## src/rtl/mer_pkg.sv

```systemverilog
`timescale 1ns / 1ps
package mer_pkg;
  localparam int COORD_BITS_DEF = 16;
  localparam int AXIS_BITS_DEF = 11;
  localparam int SIZE_W = 13;
  localparam int PIX_W = 12;
  localparam int COLOR_W = 8;
  localparam int CFG_IDX_W = 1;
  localparam int DEC_W = 48;
  localparam logic [SIZE_W-1:0] WIDTH_RST = 13'd640;
  localparam logic [SIZE_W-1:0] HEIGHT_RST = 13'd480;
  localparam logic [SIZE_W-1:0] SIZE_MAX = 13'd4096;

  localparam logic [CFG_IDX_W-1:0] REG_WIDTH = 1'b0;
  localparam logic [CFG_IDX_W-1:0] REG_HEIGHT = 1'b1;

  localparam logic CMD_LOAD = 1'b0;
  localparam logic CMD_STEP = 1'b1;

  typedef enum logic [1:0] {
    ST_DRAW = 2'd0,
    ST_CLIPPED = 2'd1,
    ST_DONE = 2'd2,
    ST_LOADED = 2'd3
  } status_t;

  typedef enum logic [3:0] {
    S_IDLE,
    S_LOAD_A,
    S_LOAD_B,
    S_LOAD_D,
    S_CORR,
    S_CHECK,
    S_EMIT,
    S_UPD_Y,
    S_UPD_X,
    S_UPD_D,
    S_OUT,
    S_FLUSH
  } state_t;

  typedef struct packed {
    logic [1:0]        status;
    logic [PIX_W-1:0]  x_lo;
    logic [PIX_W-1:0]  x_hi;
    logic [PIX_W-1:0]  y_lo;
    logic [PIX_W-1:0]  y_hi;
    logic [COLOR_W-1:0] pixel_color;
    logic              last;
  } result_t;

  // clamp a screen size write to 1..4096
  function automatic logic [SIZE_W-1:0] clamp_size(input logic [SIZE_W-1:0] v);
    logic [SIZE_W-1:0] r;
    r = v;
    if (v == '0) r = {{(SIZE_W-1){1'b0}}, 1'b1};
    else if (v > SIZE_MAX) r = SIZE_MAX;
    return r;
  endfunction
endpackage

```

## src/rtl/mer_in_if.sv

```systemverilog
`timescale 1ns / 1ps
interface mer_in_if #(parameter int COORD_BITS = mer_pkg::COORD_BITS_DEF,
                      parameter int AXIS_BITS = mer_pkg::AXIS_BITS_DEF);
  logic valid;
  logic ready;
  logic cmd;
  logic signed [COORD_BITS-1:0] center_x;
  logic signed [COORD_BITS-1:0] center_y;
  logic [AXIS_BITS-1:0] semi_x;
  logic [AXIS_BITS-1:0] semi_y;
  logic filled;
  logic [7:0] color;
  modport source(output valid, cmd, center_x, center_y, semi_x, semi_y, filled, color,
                 input ready);
  modport sink(input valid, cmd, center_x, center_y, semi_x, semi_y, filled, color,
               output ready);
endinterface

```

## src/rtl/mer_out_if.sv

```systemverilog
`timescale 1ns / 1ps
interface mer_out_if;
  logic valid;
  logic ready;
  logic [1:0] status;
  logic [11:0] x_lo;
  logic [11:0] x_hi;
  logic [11:0] y_lo;
  logic [11:0] y_hi;
  logic [7:0] pixel_color;
  logic last;
  modport source(output valid, status, x_lo, x_hi, y_lo, y_hi, pixel_color, last,
                 input ready);
  modport sink(input valid, status, x_lo, x_hi, y_lo, y_hi, pixel_color, last,
               output ready);
endinterface

```

## src/rtl/mer_cfg_if.sv

```systemverilog
`timescale 1ns / 1ps
interface mer_cfg_if;
  logic valid;
  logic ready;
  logic [0:0] index;
  logic [12:0] data;
  modport source(output valid, index, data, input ready);
  modport sink(input valid, index, data, output ready);
endinterface

```

## src/rtl/midpoint_ellipse_rasterizer_top.sv

```systemverilog
`timescale 1ns / 1ps
// Channel | dir | payload
// in_     | in  | cmd, center_x, center_y, semi_x, semi_y, filled, color
// out_    | out | status, x_lo, x_hi, y_lo, y_hi, pixel_color, last
// cfg_    | in  | index, data (screen width / height)
// Acceptance to next acceptance: a load, a step with no ellipse, a finishing
// step and a drawing step each run through their own sequence of states;
// all four emit slots are always walked. A shared multiplier and a shared adder
// are reused by the sequencer; each result passes through the output register.
// Reset (rst_n low, synchronous) clears control state, screen size 640x480.
// in_ready is low while an item is in work or a result waits in the output register.
module midpoint_ellipse_rasterizer_top #(
  parameter int COORD_BITS = mer_pkg::COORD_BITS_DEF,
  parameter int AXIS_BITS = mer_pkg::AXIS_BITS_DEF
) (
  input logic clk,
  input logic rst_n,
  mer_in_if.sink   in_ch,
  mer_out_if.source out_ch,
  mer_cfg_if.sink  cfg_ch
);
  import mer_pkg::*;

  localparam int SQ_W = 2 * AXIS_BITS;
  localparam int DW = 2 * SQ_W + 4;            // decision / accumulator width
  localparam int CW = COORD_BITS + AXIS_BITS + 2;
  localparam int OXW = AXIS_BITS + 1;

  // config
  logic [SIZE_W-1:0] scr_w_r, scr_h_r;
  assign cfg_ch.ready = 1'b1;
  always_ff @(posedge clk) begin
    if (!rst_n) begin
      scr_w_r <= WIDTH_RST;
      scr_h_r <= HEIGHT_RST;
    end else if (cfg_ch.valid) begin
      case (cfg_ch.index)
        REG_WIDTH:  scr_w_r <= clamp_size(cfg_ch.data);
        REG_HEIGHT: scr_h_r <= clamp_size(cfg_ch.data);
        default: ;
      endcase
    end
  end

  // ellipse state
  state_t state_r, state_nxt;
  logic signed [COORD_BITS-1:0] ctr_x_r, ctr_y_r;
  logic [AXIS_BITS-1:0] sa_r, sb_r;
  logic signed [OXW:0] off_x_r, off_y_r;
  logic signed [DW-1:0] dec_r, sxa_r, sya_r, asq_r, bsq_r, t_r;
  logic reg2_r, active_r, fill_r;
  logic [7:0] col_r;
  logic [1:0] k_r;     // emit slot
  logic [2:0] n_r;     // results queued
  logic reg2_dec_r;

  // result queue (four slots, fixed positions)
  result_t q_r [4];
  logic [1:0] rd_r;
  result_t out_r;
  logic out_v_r;

  // shared multiplier input
  logic [AXIS_BITS-1:0] mul_a, mul_b;
  logic [SQ_W-1:0] mul_p;
  assign mul_p = mul_a * mul_b;

  // a^2 * b for the initial decision terms
  logic [SQ_W+AXIS_BITS-1:0] t_mul;
  assign t_mul = asq_r[SQ_W-1:0] * sb_r;

  // shared adder
  logic signed [DW-1:0] add_a, add_b, add_s;
  assign add_s = add_a + add_b;

  // candidate geometry for current slot
  logic signed [CW-1:0] cx, cy, ox, oy, xl, xh, yl, yh;
  logic exist, vis;
  logic [PIX_W-1:0] cxl, cxh, cyl, cyh;
  mer_clip #(.CW(CW)) u_clip (
    .xl(xl), .xh(xh), .yl(yl), .yh(yh), .scr_w(scr_w_r), .scr_h(scr_h_r),
    .vis(vis), .cxl(cxl), .cxh(cxh), .cyl(cyl), .cyh(cyh)
  );

  always_comb begin
    cx = CW'(ctr_x_r);
    cy = CW'(ctr_y_r);
    ox = CW'(off_x_r);
    oy = CW'(off_y_r);
    xl = cx; xh = cx; yl = cy; yh = cy;
    exist = 1'b0;
    if (!fill_r) begin
      case (k_r)
        2'd0: begin xl = cx + ox; yl = cy + oy; exist = 1'b1; end
        2'd1: begin xl = cx - ox; yl = cy + oy; exist = (off_x_r != 0); end
        2'd2: begin xl = cx + ox; yl = cy - oy; exist = (off_y_r != 0); end
        default: begin xl = cx - ox; yl = cy - oy;
          exist = (off_x_r != 0) && (off_y_r != 0); end
      endcase
      // x=0 case: slot 2 gives (cx, cy-y) too, slot 1 and 3 suppressed
      xh = xl; yh = yl;
    end else begin
      if (off_x_r != 0) begin
        xl = cx - ox; xh = cx + ox;
        yl = (k_r == 2'd0) ? cy + oy : cy - oy; yh = yl;
        exist = (k_r == 2'd0) || (k_r == 2'd1 && off_y_r != 0);
      end else begin
        yl = cy - (oy < 0 ? -oy : oy); yh = cy + (oy < 0 ? -oy : oy);
        exist = (k_r == 2'd0);
      end
    end
  end

  logic acc_in;
  assign in_ch.ready = (state_r == S_IDLE) && !out_v_r;
  assign acc_in = in_ch.valid && in_ch.ready;

  // adder and multiplier operand select
  always_comb begin
    add_a = '0;
    add_b = '0;
    mul_a = sa_r;
    mul_b = sa_r;
    case (state_r)
      S_LOAD_A: begin mul_a = sa_r; mul_b = sa_r; end
      S_LOAD_B: begin mul_a = sb_r; mul_b = sb_r; end
      S_LOAD_D: begin add_a = bsq_r; add_b = (asq_r >>> 2) - t_r; end
      S_CORR:   begin add_a = sxa_r; add_b = sya_r; end
      S_UPD_Y:  begin add_a = sya_r; add_b = -(asq_r <<< 1); end
      S_UPD_X:  begin add_a = sxa_r; add_b = bsq_r <<< 1; end
      default: ;
    endcase
  end

  logic signed [DW-1:0] diff3, half1, corr;
  always_comb begin
    diff3 = (asq_r - bsq_r) * 3;
    half1 = (diff3 < 0) ? -((-diff3) >>> 1) : (diff3 >>> 1);
    corr = half1 - t_r;
    corr = (corr < 0) ? -((-corr) >>> 1) : (corr >>> 1);
  end

  result_t res;
  always_comb begin
    res = '0;
    res.status = ST_DRAW;
    res.x_lo = cxl; res.x_hi = cxh; res.y_lo = cyl; res.y_hi = cyh;
    res.pixel_color = col_r;
  end

  // next state
  always_comb begin
    state_nxt = state_r;
    case (state_r)
      S_IDLE: if (acc_in) begin
        if (in_ch.cmd == CMD_LOAD) state_nxt = S_LOAD_A;
        else if (!active_r) state_nxt = S_OUT;
        else state_nxt = S_CORR;
      end
      S_LOAD_A: state_nxt = S_LOAD_B;
      S_LOAD_B: state_nxt = S_LOAD_D;
      S_LOAD_D: state_nxt = S_OUT;
      S_CORR:   state_nxt = S_CHECK;
      S_CHECK:  state_nxt = (reg2_r && off_y_r < 0) ? S_OUT : S_EMIT;
      S_EMIT:   if (k_r == 2'd3) state_nxt = S_UPD_Y;
      S_UPD_Y:  state_nxt = S_UPD_X;
      S_UPD_X:  state_nxt = S_UPD_D;
      S_UPD_D:  state_nxt = S_OUT;
      S_OUT:    state_nxt = S_FLUSH;
      S_FLUSH:  if (!out_v_r && rd_r == n_r[1:0] && n_r != 3'd0) state_nxt = S_FLUSH;
                else if (!out_v_r && (n_r == 3'd0)) state_nxt = S_IDLE;
      default:  state_nxt = S_IDLE;
    endcase
  end

  logic out_fire;
  assign out_fire = out_v_r && out_ch.ready;

  // output register: load the next queued result when empty or draining
  logic out_load;
  result_t out_pick;
  assign out_load = (state_r == S_FLUSH) && (!out_v_r || out_fire) &&
                    (n_r != 3'd0) && ({1'b0, rd_r} < n_r);
  always_comb begin
    out_pick = q_r[rd_r];
    out_pick.last = ({1'b0, rd_r} + 3'd1 == n_r);
  end

  always_ff @(posedge clk) begin
    if (!rst_n) begin
      out_v_r <= 1'b0;
    end else if (out_load) begin
      out_v_r <= 1'b1;
      out_r <= out_pick;
    end else if (out_fire) begin
      out_v_r <= 1'b0;
    end
  end

  always_ff @(posedge clk) begin
    if (!rst_n) begin
      state_r <= S_IDLE;
      active_r <= 1'b0;
      reg2_r <= 1'b0;
      n_r <= '0;
      k_r <= '0;
      rd_r <= '0;
      fill_r <= 1'b0;
      col_r <= '0;
    end else begin
      state_r <= state_nxt;
      case (state_r)
        S_IDLE: if (acc_in) begin
          k_r <= '0; rd_r <= '0;
          if (in_ch.cmd == CMD_LOAD) begin
            ctr_x_r <= in_ch.center_x;
            ctr_y_r <= in_ch.center_y;
            sa_r <= in_ch.semi_x;
            sb_r <= in_ch.semi_y;
            fill_r <= in_ch.filled;
            col_r <= in_ch.color;
            reg2_r <= 1'b0;
            active_r <= 1'b1;
            off_x_r <= '0;
            off_y_r <= (OXW+1)'(in_ch.semi_y);
            sxa_r <= '0;
            q_r[0] <= '{status: ST_LOADED, last: 1'b1, default: '0};
            n_r <= 3'd1;
          end else if (!active_r) begin
            q_r[0] <= '{status: ST_DONE, last: 1'b1, default: '0};
            n_r <= 3'd1;
          end else begin
            n_r <= '0;
          end
        end
        S_LOAD_A: asq_r <= DW'(mul_p);
        S_LOAD_B: begin
          bsq_r <= DW'(mul_p);
          t_r <= DW'(t_mul);
        end
        S_LOAD_D: begin
          dec_r <= add_s;
          sya_r <= t_r <<< 1;
        end
        S_CORR: begin
          t_r <= add_s;
        end
        S_CHECK: begin
          if (!reg2_r && !(sxa_r < sya_r)) begin
            dec_r <= dec_r + corr;
            reg2_r <= 1'b1;
            reg2_dec_r <= 1'b1;
          end
          if (!reg2_r && !(sxa_r < sya_r) && off_y_r < 0 ||
              reg2_r && off_y_r < 0) begin
            active_r <= 1'b0;
            q_r[0] <= '{status: ST_DONE, last: 1'b1, default: '0};
            n_r <= 3'd1;
          end
        end
        S_EMIT: begin
          if (exist && vis) begin
            q_r[n_r[1:0]] <= res;
            n_r <= n_r + 3'd1;
          end
          k_r <= k_r + 2'd1;
        end
        S_UPD_Y: begin
          reg2_dec_r <= reg2_r ? (dec_r < 0) : (dec_r > 0);
          if (!reg2_r ? (dec_r > 0) : 1'b1) begin
            off_y_r <= off_y_r - 1'b1;
            sya_r <= add_s;
            dec_r <= reg2_r ? dec_r + asq_r - add_s : dec_r - add_s;
          end
        end
        S_UPD_X: begin
          if (!reg2_r || reg2_dec_r) begin
            off_x_r <= off_x_r + 1'b1;
            sxa_r <= add_s;
            dec_r <= reg2_r ? dec_r + add_s : dec_r + bsq_r + add_s;
          end
        end
        S_UPD_D: begin
          if (n_r == 3'd0) begin
            q_r[0] <= '{status: ST_CLIPPED, last: 1'b1, default: '0};
            n_r <= 3'd1;
          end
        end
        S_FLUSH: if (out_load) begin
          rd_r <= rd_r + 2'd1;
          if ({1'b0, rd_r} + 3'd1 == n_r) n_r <= '0;
        end
        default: ;
      endcase
    end
  end

  assign out_ch.valid = out_v_r;
  assign out_ch.status = out_r.status;
  assign out_ch.x_lo = out_r.x_lo;
  assign out_ch.x_hi = out_r.x_hi;
  assign out_ch.y_lo = out_r.y_lo;
  assign out_ch.y_hi = out_r.y_hi;
  assign out_ch.pixel_color = out_r.pixel_color;
  assign out_ch.last = out_r.last;

  // checks
  a_busy: assert property (@(posedge clk) disable iff (!rst_n)
    (state_r != S_IDLE) |-> !in_ch.ready) else $error("ready while busy");
  a_hold: assert property (@(posedge clk) disable iff (!rst_n)
    (out_v_r && !out_ch.ready) |=> out_v_r) else $error("result dropped");
  a_nonraw: assert property (@(posedge clk) disable iff (!rst_n)
    (out_v_r && out_r.status != ST_DRAW) |-> out_r.last) else $error("status not last");
endmodule

```

## src/rtl/mer_clip.sv

```systemverilog
`timescale 1ns / 1ps
// Clips one rectangle against the screen; result valid if any part is visible.
module mer_clip #(
  parameter int CW = 20
) (
  input  logic signed [CW-1:0]            xl,
  input  logic signed [CW-1:0]            xh,
  input  logic signed [CW-1:0]            yl,
  input  logic signed [CW-1:0]            yh,
  input  logic [mer_pkg::SIZE_W-1:0]      scr_w,
  input  logic [mer_pkg::SIZE_W-1:0]      scr_h,
  output logic                            vis,
  output logic [mer_pkg::PIX_W-1:0]       cxl,
  output logic [mer_pkg::PIX_W-1:0]       cxh,
  output logic [mer_pkg::PIX_W-1:0]       cyl,
  output logic [mer_pkg::PIX_W-1:0]       cyh
);
  import mer_pkg::*;
  logic signed [CW-1:0] wm1, hm1, a, b, c, d;
  always_comb begin
    wm1 = CW'($signed({1'b0, scr_w})) - CW'(1);
    hm1 = CW'($signed({1'b0, scr_h})) - CW'(1);
    vis = !(xh < 0 || xl > wm1 || yh < 0 || yl > hm1);
    a = (xl < 0) ? '0 : xl;
    b = (xh > wm1) ? wm1 : xh;
    c = (yl < 0) ? '0 : yl;
    d = (yh > hm1) ? hm1 : yh;
    cxl = a[PIX_W-1:0];
    cxh = b[PIX_W-1:0];
    cyl = c[PIX_W-1:0];
    cyh = d[PIX_W-1:0];
  end
endmodule

```

## src/flat_wrapper.sv

```systemverilog
// flat-port wrapper written by rule: the top's interface ports become plain ports
module midpoint_ellipse_rasterizer_top_flat import mer_pkg::*;
#(
  parameter int COORD_BITS = mer_pkg::COORD_BITS_DEF,
  parameter int AXIS_BITS = mer_pkg::AXIS_BITS_DEF
)
  (clk, rst_n, in_ch_valid, in_ch_cmd, in_ch_center_x, in_ch_center_y, in_ch_semi_x, in_ch_semi_y, in_ch_filled, in_ch_color, in_ch_ready, out_ch_valid, out_ch_status, out_ch_x_lo, out_ch_x_hi, out_ch_y_lo, out_ch_y_hi, out_ch_pixel_color, out_ch_last, out_ch_ready, cfg_ch_valid, cfg_ch_index, cfg_ch_data, cfg_ch_ready);
  mer_in_if #(.COORD_BITS(COORD_BITS), .AXIS_BITS(AXIS_BITS)) in_ch_i ();
  mer_out_if out_ch_i ();
  mer_cfg_if cfg_ch_i ();
  input logic clk;
  input logic rst_n;
  input wire logic [$bits(in_ch_i.valid)-1:0] in_ch_valid;
  input wire logic [$bits(in_ch_i.cmd)-1:0] in_ch_cmd;
  input wire logic [$bits(in_ch_i.center_x)-1:0] in_ch_center_x;
  input wire logic [$bits(in_ch_i.center_y)-1:0] in_ch_center_y;
  input wire logic [$bits(in_ch_i.semi_x)-1:0] in_ch_semi_x;
  input wire logic [$bits(in_ch_i.semi_y)-1:0] in_ch_semi_y;
  input wire logic [$bits(in_ch_i.filled)-1:0] in_ch_filled;
  input wire logic [$bits(in_ch_i.color)-1:0] in_ch_color;
  output wire logic [$bits(in_ch_i.ready)-1:0] in_ch_ready;
  output wire logic [$bits(out_ch_i.valid)-1:0] out_ch_valid;
  output wire logic [$bits(out_ch_i.status)-1:0] out_ch_status;
  output wire logic [$bits(out_ch_i.x_lo)-1:0] out_ch_x_lo;
  output wire logic [$bits(out_ch_i.x_hi)-1:0] out_ch_x_hi;
  output wire logic [$bits(out_ch_i.y_lo)-1:0] out_ch_y_lo;
  output wire logic [$bits(out_ch_i.y_hi)-1:0] out_ch_y_hi;
  output wire logic [$bits(out_ch_i.pixel_color)-1:0] out_ch_pixel_color;
  output wire logic [$bits(out_ch_i.last)-1:0] out_ch_last;
  input wire logic [$bits(out_ch_i.ready)-1:0] out_ch_ready;
  input wire logic [$bits(cfg_ch_i.valid)-1:0] cfg_ch_valid;
  input wire logic [$bits(cfg_ch_i.index)-1:0] cfg_ch_index;
  input wire logic [$bits(cfg_ch_i.data)-1:0] cfg_ch_data;
  output wire logic [$bits(cfg_ch_i.ready)-1:0] cfg_ch_ready;
  assign in_ch_i.valid = in_ch_valid;
  assign in_ch_i.cmd = in_ch_cmd;
  assign in_ch_i.center_x = in_ch_center_x;
  assign in_ch_i.center_y = in_ch_center_y;
  assign in_ch_i.semi_x = in_ch_semi_x;
  assign in_ch_i.semi_y = in_ch_semi_y;
  assign in_ch_i.filled = in_ch_filled;
  assign in_ch_i.color = in_ch_color;
  assign in_ch_ready = in_ch_i.ready;
  assign out_ch_valid = out_ch_i.valid;
  assign out_ch_status = out_ch_i.status;
  assign out_ch_x_lo = out_ch_i.x_lo;
  assign out_ch_x_hi = out_ch_i.x_hi;
  assign out_ch_y_lo = out_ch_i.y_lo;
  assign out_ch_y_hi = out_ch_i.y_hi;
  assign out_ch_pixel_color = out_ch_i.pixel_color;
  assign out_ch_last = out_ch_i.last;
  assign out_ch_i.ready = out_ch_ready;
  assign cfg_ch_i.valid = cfg_ch_valid;
  assign cfg_ch_i.index = cfg_ch_index;
  assign cfg_ch_i.data = cfg_ch_data;
  assign cfg_ch_ready = cfg_ch_i.ready;
  midpoint_ellipse_rasterizer_top #(.COORD_BITS(COORD_BITS), .AXIS_BITS(AXIS_BITS)) u_core (.clk(clk), .rst_n(rst_n), .in_ch(in_ch_i), .out_ch(out_ch_i), .cfg_ch(cfg_ch_i));
endmodule
```

## config.mk

```make
export PLATFORM = sky130hd
export DESIGN_NAME = midpoint_ellipse_rasterizer_top_flat
export DESIGN_NICKNAME = d
export VERILOG_FILES = /design/src/rtl/mer_pkg.sv /design/src/rtl/mer_in_if.sv /design/src/rtl/mer_out_if.sv /design/src/rtl/mer_cfg_if.sv /design/src/rtl/midpoint_ellipse_rasterizer_top.sv /design/src/rtl/mer_clip.sv /design/src/flat_wrapper.sv
export SDC_FILE = /design/constraint.sdc
export NUM_CORES = 2
export LEC_CHECK = 0
export BUFFER_PORTS_ARGS = -buffer_cell sky130_fd_sc_hd__buf_2
export CAP_MARGIN = 10
export CORE_MARGIN = 5
export CORE_UTILIZATION = 55
export CTS_CLUSTER_DIAMETER = 150
export DETAILED_ROUTE_END_ITERATION = 16
export GPL_ROUTABILITY_DRIVEN = 0
export PLACE_DENSITY_LB_ADDON = 0.1
export SLEW_MARGIN = 20
export SYNTH_ARGS = -nofsm -noshare
export SYNTH_HDL_FRONTEND = slang
export SYNTH_SLANG_ARGS = --single-unit
```

## constraint.sdc

```tcl
create_clock -name clk -period 13.95 [get_ports clk]
set_input_delay 0.6975 -clock clk [delete_from_list [all_inputs] [get_ports clk]]
set_output_delay 0.6975 -clock clk [all_outputs]
set_load 0.1 [all_outputs]
```

==> results.toml <==
[run_status]
status = "complete, no violations"

[clock_tree]
cts_buffer_depth = 3
ctsHtreeMaxLevel = 3
clkLatencyLatePin_ns = 0.72
cts-root-buf = "clkbuf_16"
ctsHoldBuffers = 0
cts_tree = "built"
path_clk_slew_ns = 0.06
cts.sink_count = 655
cts_made_buffers = 77

[sta]
skew_ns = 0.0452
fin_ws_ns = 0.277
maxSlewHeadroom = 0.170
tightest_slew_ns = 1.24
fmax_mhz = 73.1
final-hold-violation-count = 0
fin_crit_ns = 13.67
grt_setup_unrepaired = "true"
finalMaxSlewViolations = 0
post-route-period-util = 0.980
setup_viol_count_final = 0

[logic_synthesis]
synth_seq_cells = 655
postSynth.asyncResetShare = 0
synthTopCellsByCount = "821 x inv_1, 802 x ha_1, 730 x nand2_1"
ys_types = 113
synth_edf_count = 606
ys.flop_type = "edfxtp_1"
synth_warnings = 0
synthesis.instances = 8514
synth_top_cell_area_share = 0.242
synth.most_common_cell = "inv_1"
syn_area_mm2 = 0.0751
yosysTopAreaCell = "edfxtp_1"
yosys-top-cells-area = "edfxtp_1 24%, ha_1 13%, fa_1 9.1%"
syn_area_per_cell_um2 = 8.83
synth-seq-area-share = 0.255

[worst_setup_path]
crit_top_cell = "a21o_1"
critPathTopFamily = "compound AO/OA/AOI/OAI gates"
path_class = "reg -> reg"
crit_fanout = 7
crit_slowest_cell = "nor4b_1"
required_ns = 14.38
arrival_ns = 14.11
cpPeakStageDelay_ns = 0.53
endpoint_kind = "flip-flop"
startpoint_type = "flip-flop"
crit_buf_inv = 10

[grt]
track_usage = 0.326
use_met1 = 0.439
grt_pass1_vias = 64300
grt_max_degree = 74
grt_util_met2 = 0.514
overflow = 0
grt.busiest_layer = "met2"
antenna_found_initial = 3
grtUsageMet3 = 0.0556
grt_pass1_wl_um = 373000

[cells_and_area]
n_fill_cell = 11900
drive_gt1_frac = 0.121
nNetsFinal = 10200
area_growth_pct = 12.4

[flow_run]
drv_cap = 0

[detailed_routing]
drc = 0
wl_per_cell_um = 22.6
routed_wl_um = 244000
drtIter0Drc = 7067
firstDrtPassIters = 9
ant_nets = 0
vias = 67000
vias_per_cell = 6.19

[placed_design]
dp_slack_ns = -0.535
portBuffers = 143
dp_hpwl_um = 191000

[floorplanning]
std_cell_rows = 135
die_w_um = 380
core_area_mm2 = 0.136
start_util = 0.554
die-area_mm2 = 0.144
io_pins = 145
die_y_um = 380

[hold_path]
worstHoldPathType = "in -> reg"
-- cells in the final DEF, fill, tap and decap left out, types with 97 or more instances in the layout --
master / count
nand2b_1: 119
o21ai_0: 464
xor2_1: 210
nand2_1: 725
xnor2_1: 472
nand3_1: 151
and2_1: 130
edfxtp_1: 606
nor2b_1: 97
nor2_1: 630
ha_1: 797
buf_2: 143
nor3_1: 174
fa_1: 339
a21oi_1: 593
buf_4: 522
inv_1: 819
a21o_1: 194
-- flip-flops by register name, indices dropped and copies added (netlist names), 16 cells and up --
signal and flops:
u_core.sya_r 48, u_core.ctr_y_r 16, u_core.asq_r 21, u_core.dec_r 48
u_core.ctr_x_r 16, u_core.t_r 48, u_core.q_r 232, u_core.bsq_r 21
u_core.sxa_r 48
-- per-stage QoR --
stage / setup TNS (ns) / std cells / instance area (um^2) / util / hold WS (ns)
6_report: 0 / 10800 / 84500 / 0.623 / 0.154
2_1_floorplan: -0.0807 / 8547 / 75300 / - / 0.439
4_1_cts: 0 / 10800 / 83800 / 0.618 / 0.110
5_1_grt: -1.36 / 10800 / 84500 / 0.623 / 0.124
3_3_place_gp: -2.81 / 10600 / 80900 / 0.596 / 0.449
3_5_place_dp: -3.45 / 10600 / 80900 / 0.596 / 0.458
-- cell type report --
type / instances / area (um^2) / share of cell area
sequential: 655 / 19200 / 0.227
inverter: 828 / 3110 / 0.0368
timing repair buffer: 675 / 4770 / 0.0564
antenna: 8 / 20.0 / 0.000237
tap: 1781 / 2230 / 0.0264
clock inverter: 45 / 629 / 0.00745
multi-input combinational: 6733 / 52500 / 0.621
clock buffer: 97 / 2060 / 0.0244
-- routing by layer --
layer	wire length, um	share of wire	up-vias
met4	13400	0.055	0
met2	109000	0.45	2881
met1	103000	0.42	32300
met5	0	0	-
li1	-	-	31200
met3	19600	0.080	600
-- path summary, 6_finish.rpt --
check / startpoint / endpoint / slack (ns) / cells after the start
worst min register to register: u_core.col_r[7]$_SDFFE_PN0P_ / u_core.col_r[7]$_SDFFE_PN0P_ / 0.46 / 2
worst max register to register: u_core.asq_r[0]$_DFFE_PP_ / u_core.dec_r[46]$_DFFE_PP_ / 0.28 / 69
worst max-delay path: u_core.asq_r[0]$_DFFE_PP_ / u_core.dec_r[46]$_DFFE_PP_ / 0.28 / 69
worst min-delay path: in_ch_center_x[10] / u_core.ctr_x_r[10]$_DFFE_PP_ / 0.15 / 1
-- cell families after synthesis --
family / Yosys count / share of synthesized area
compound gates: 2193 / 0.190
flops: 655 / 0.255
fa+ha+maj: 1143 / 0.224
buf+inv: 1159 / 0.0583
simple gates: 2547 / 0.165
xor+xnor: 691 / 0.0806
other cells: 2 / 0.0000999
mux: 124 / 0.0264
-- repair_timing --
action / 4_1_cts / 5_1_grt
gates resized for setup: 36 / 101
hold endpoints to repair: 0 / 0
endpoints found under the setup margin: 12 / 15
pin swaps: 34 / 83
setup buffers: 14 / 19
Power is not shown: default switching activity piles up to over one toggle a cycle in this logic, so the estimate is an artifact.
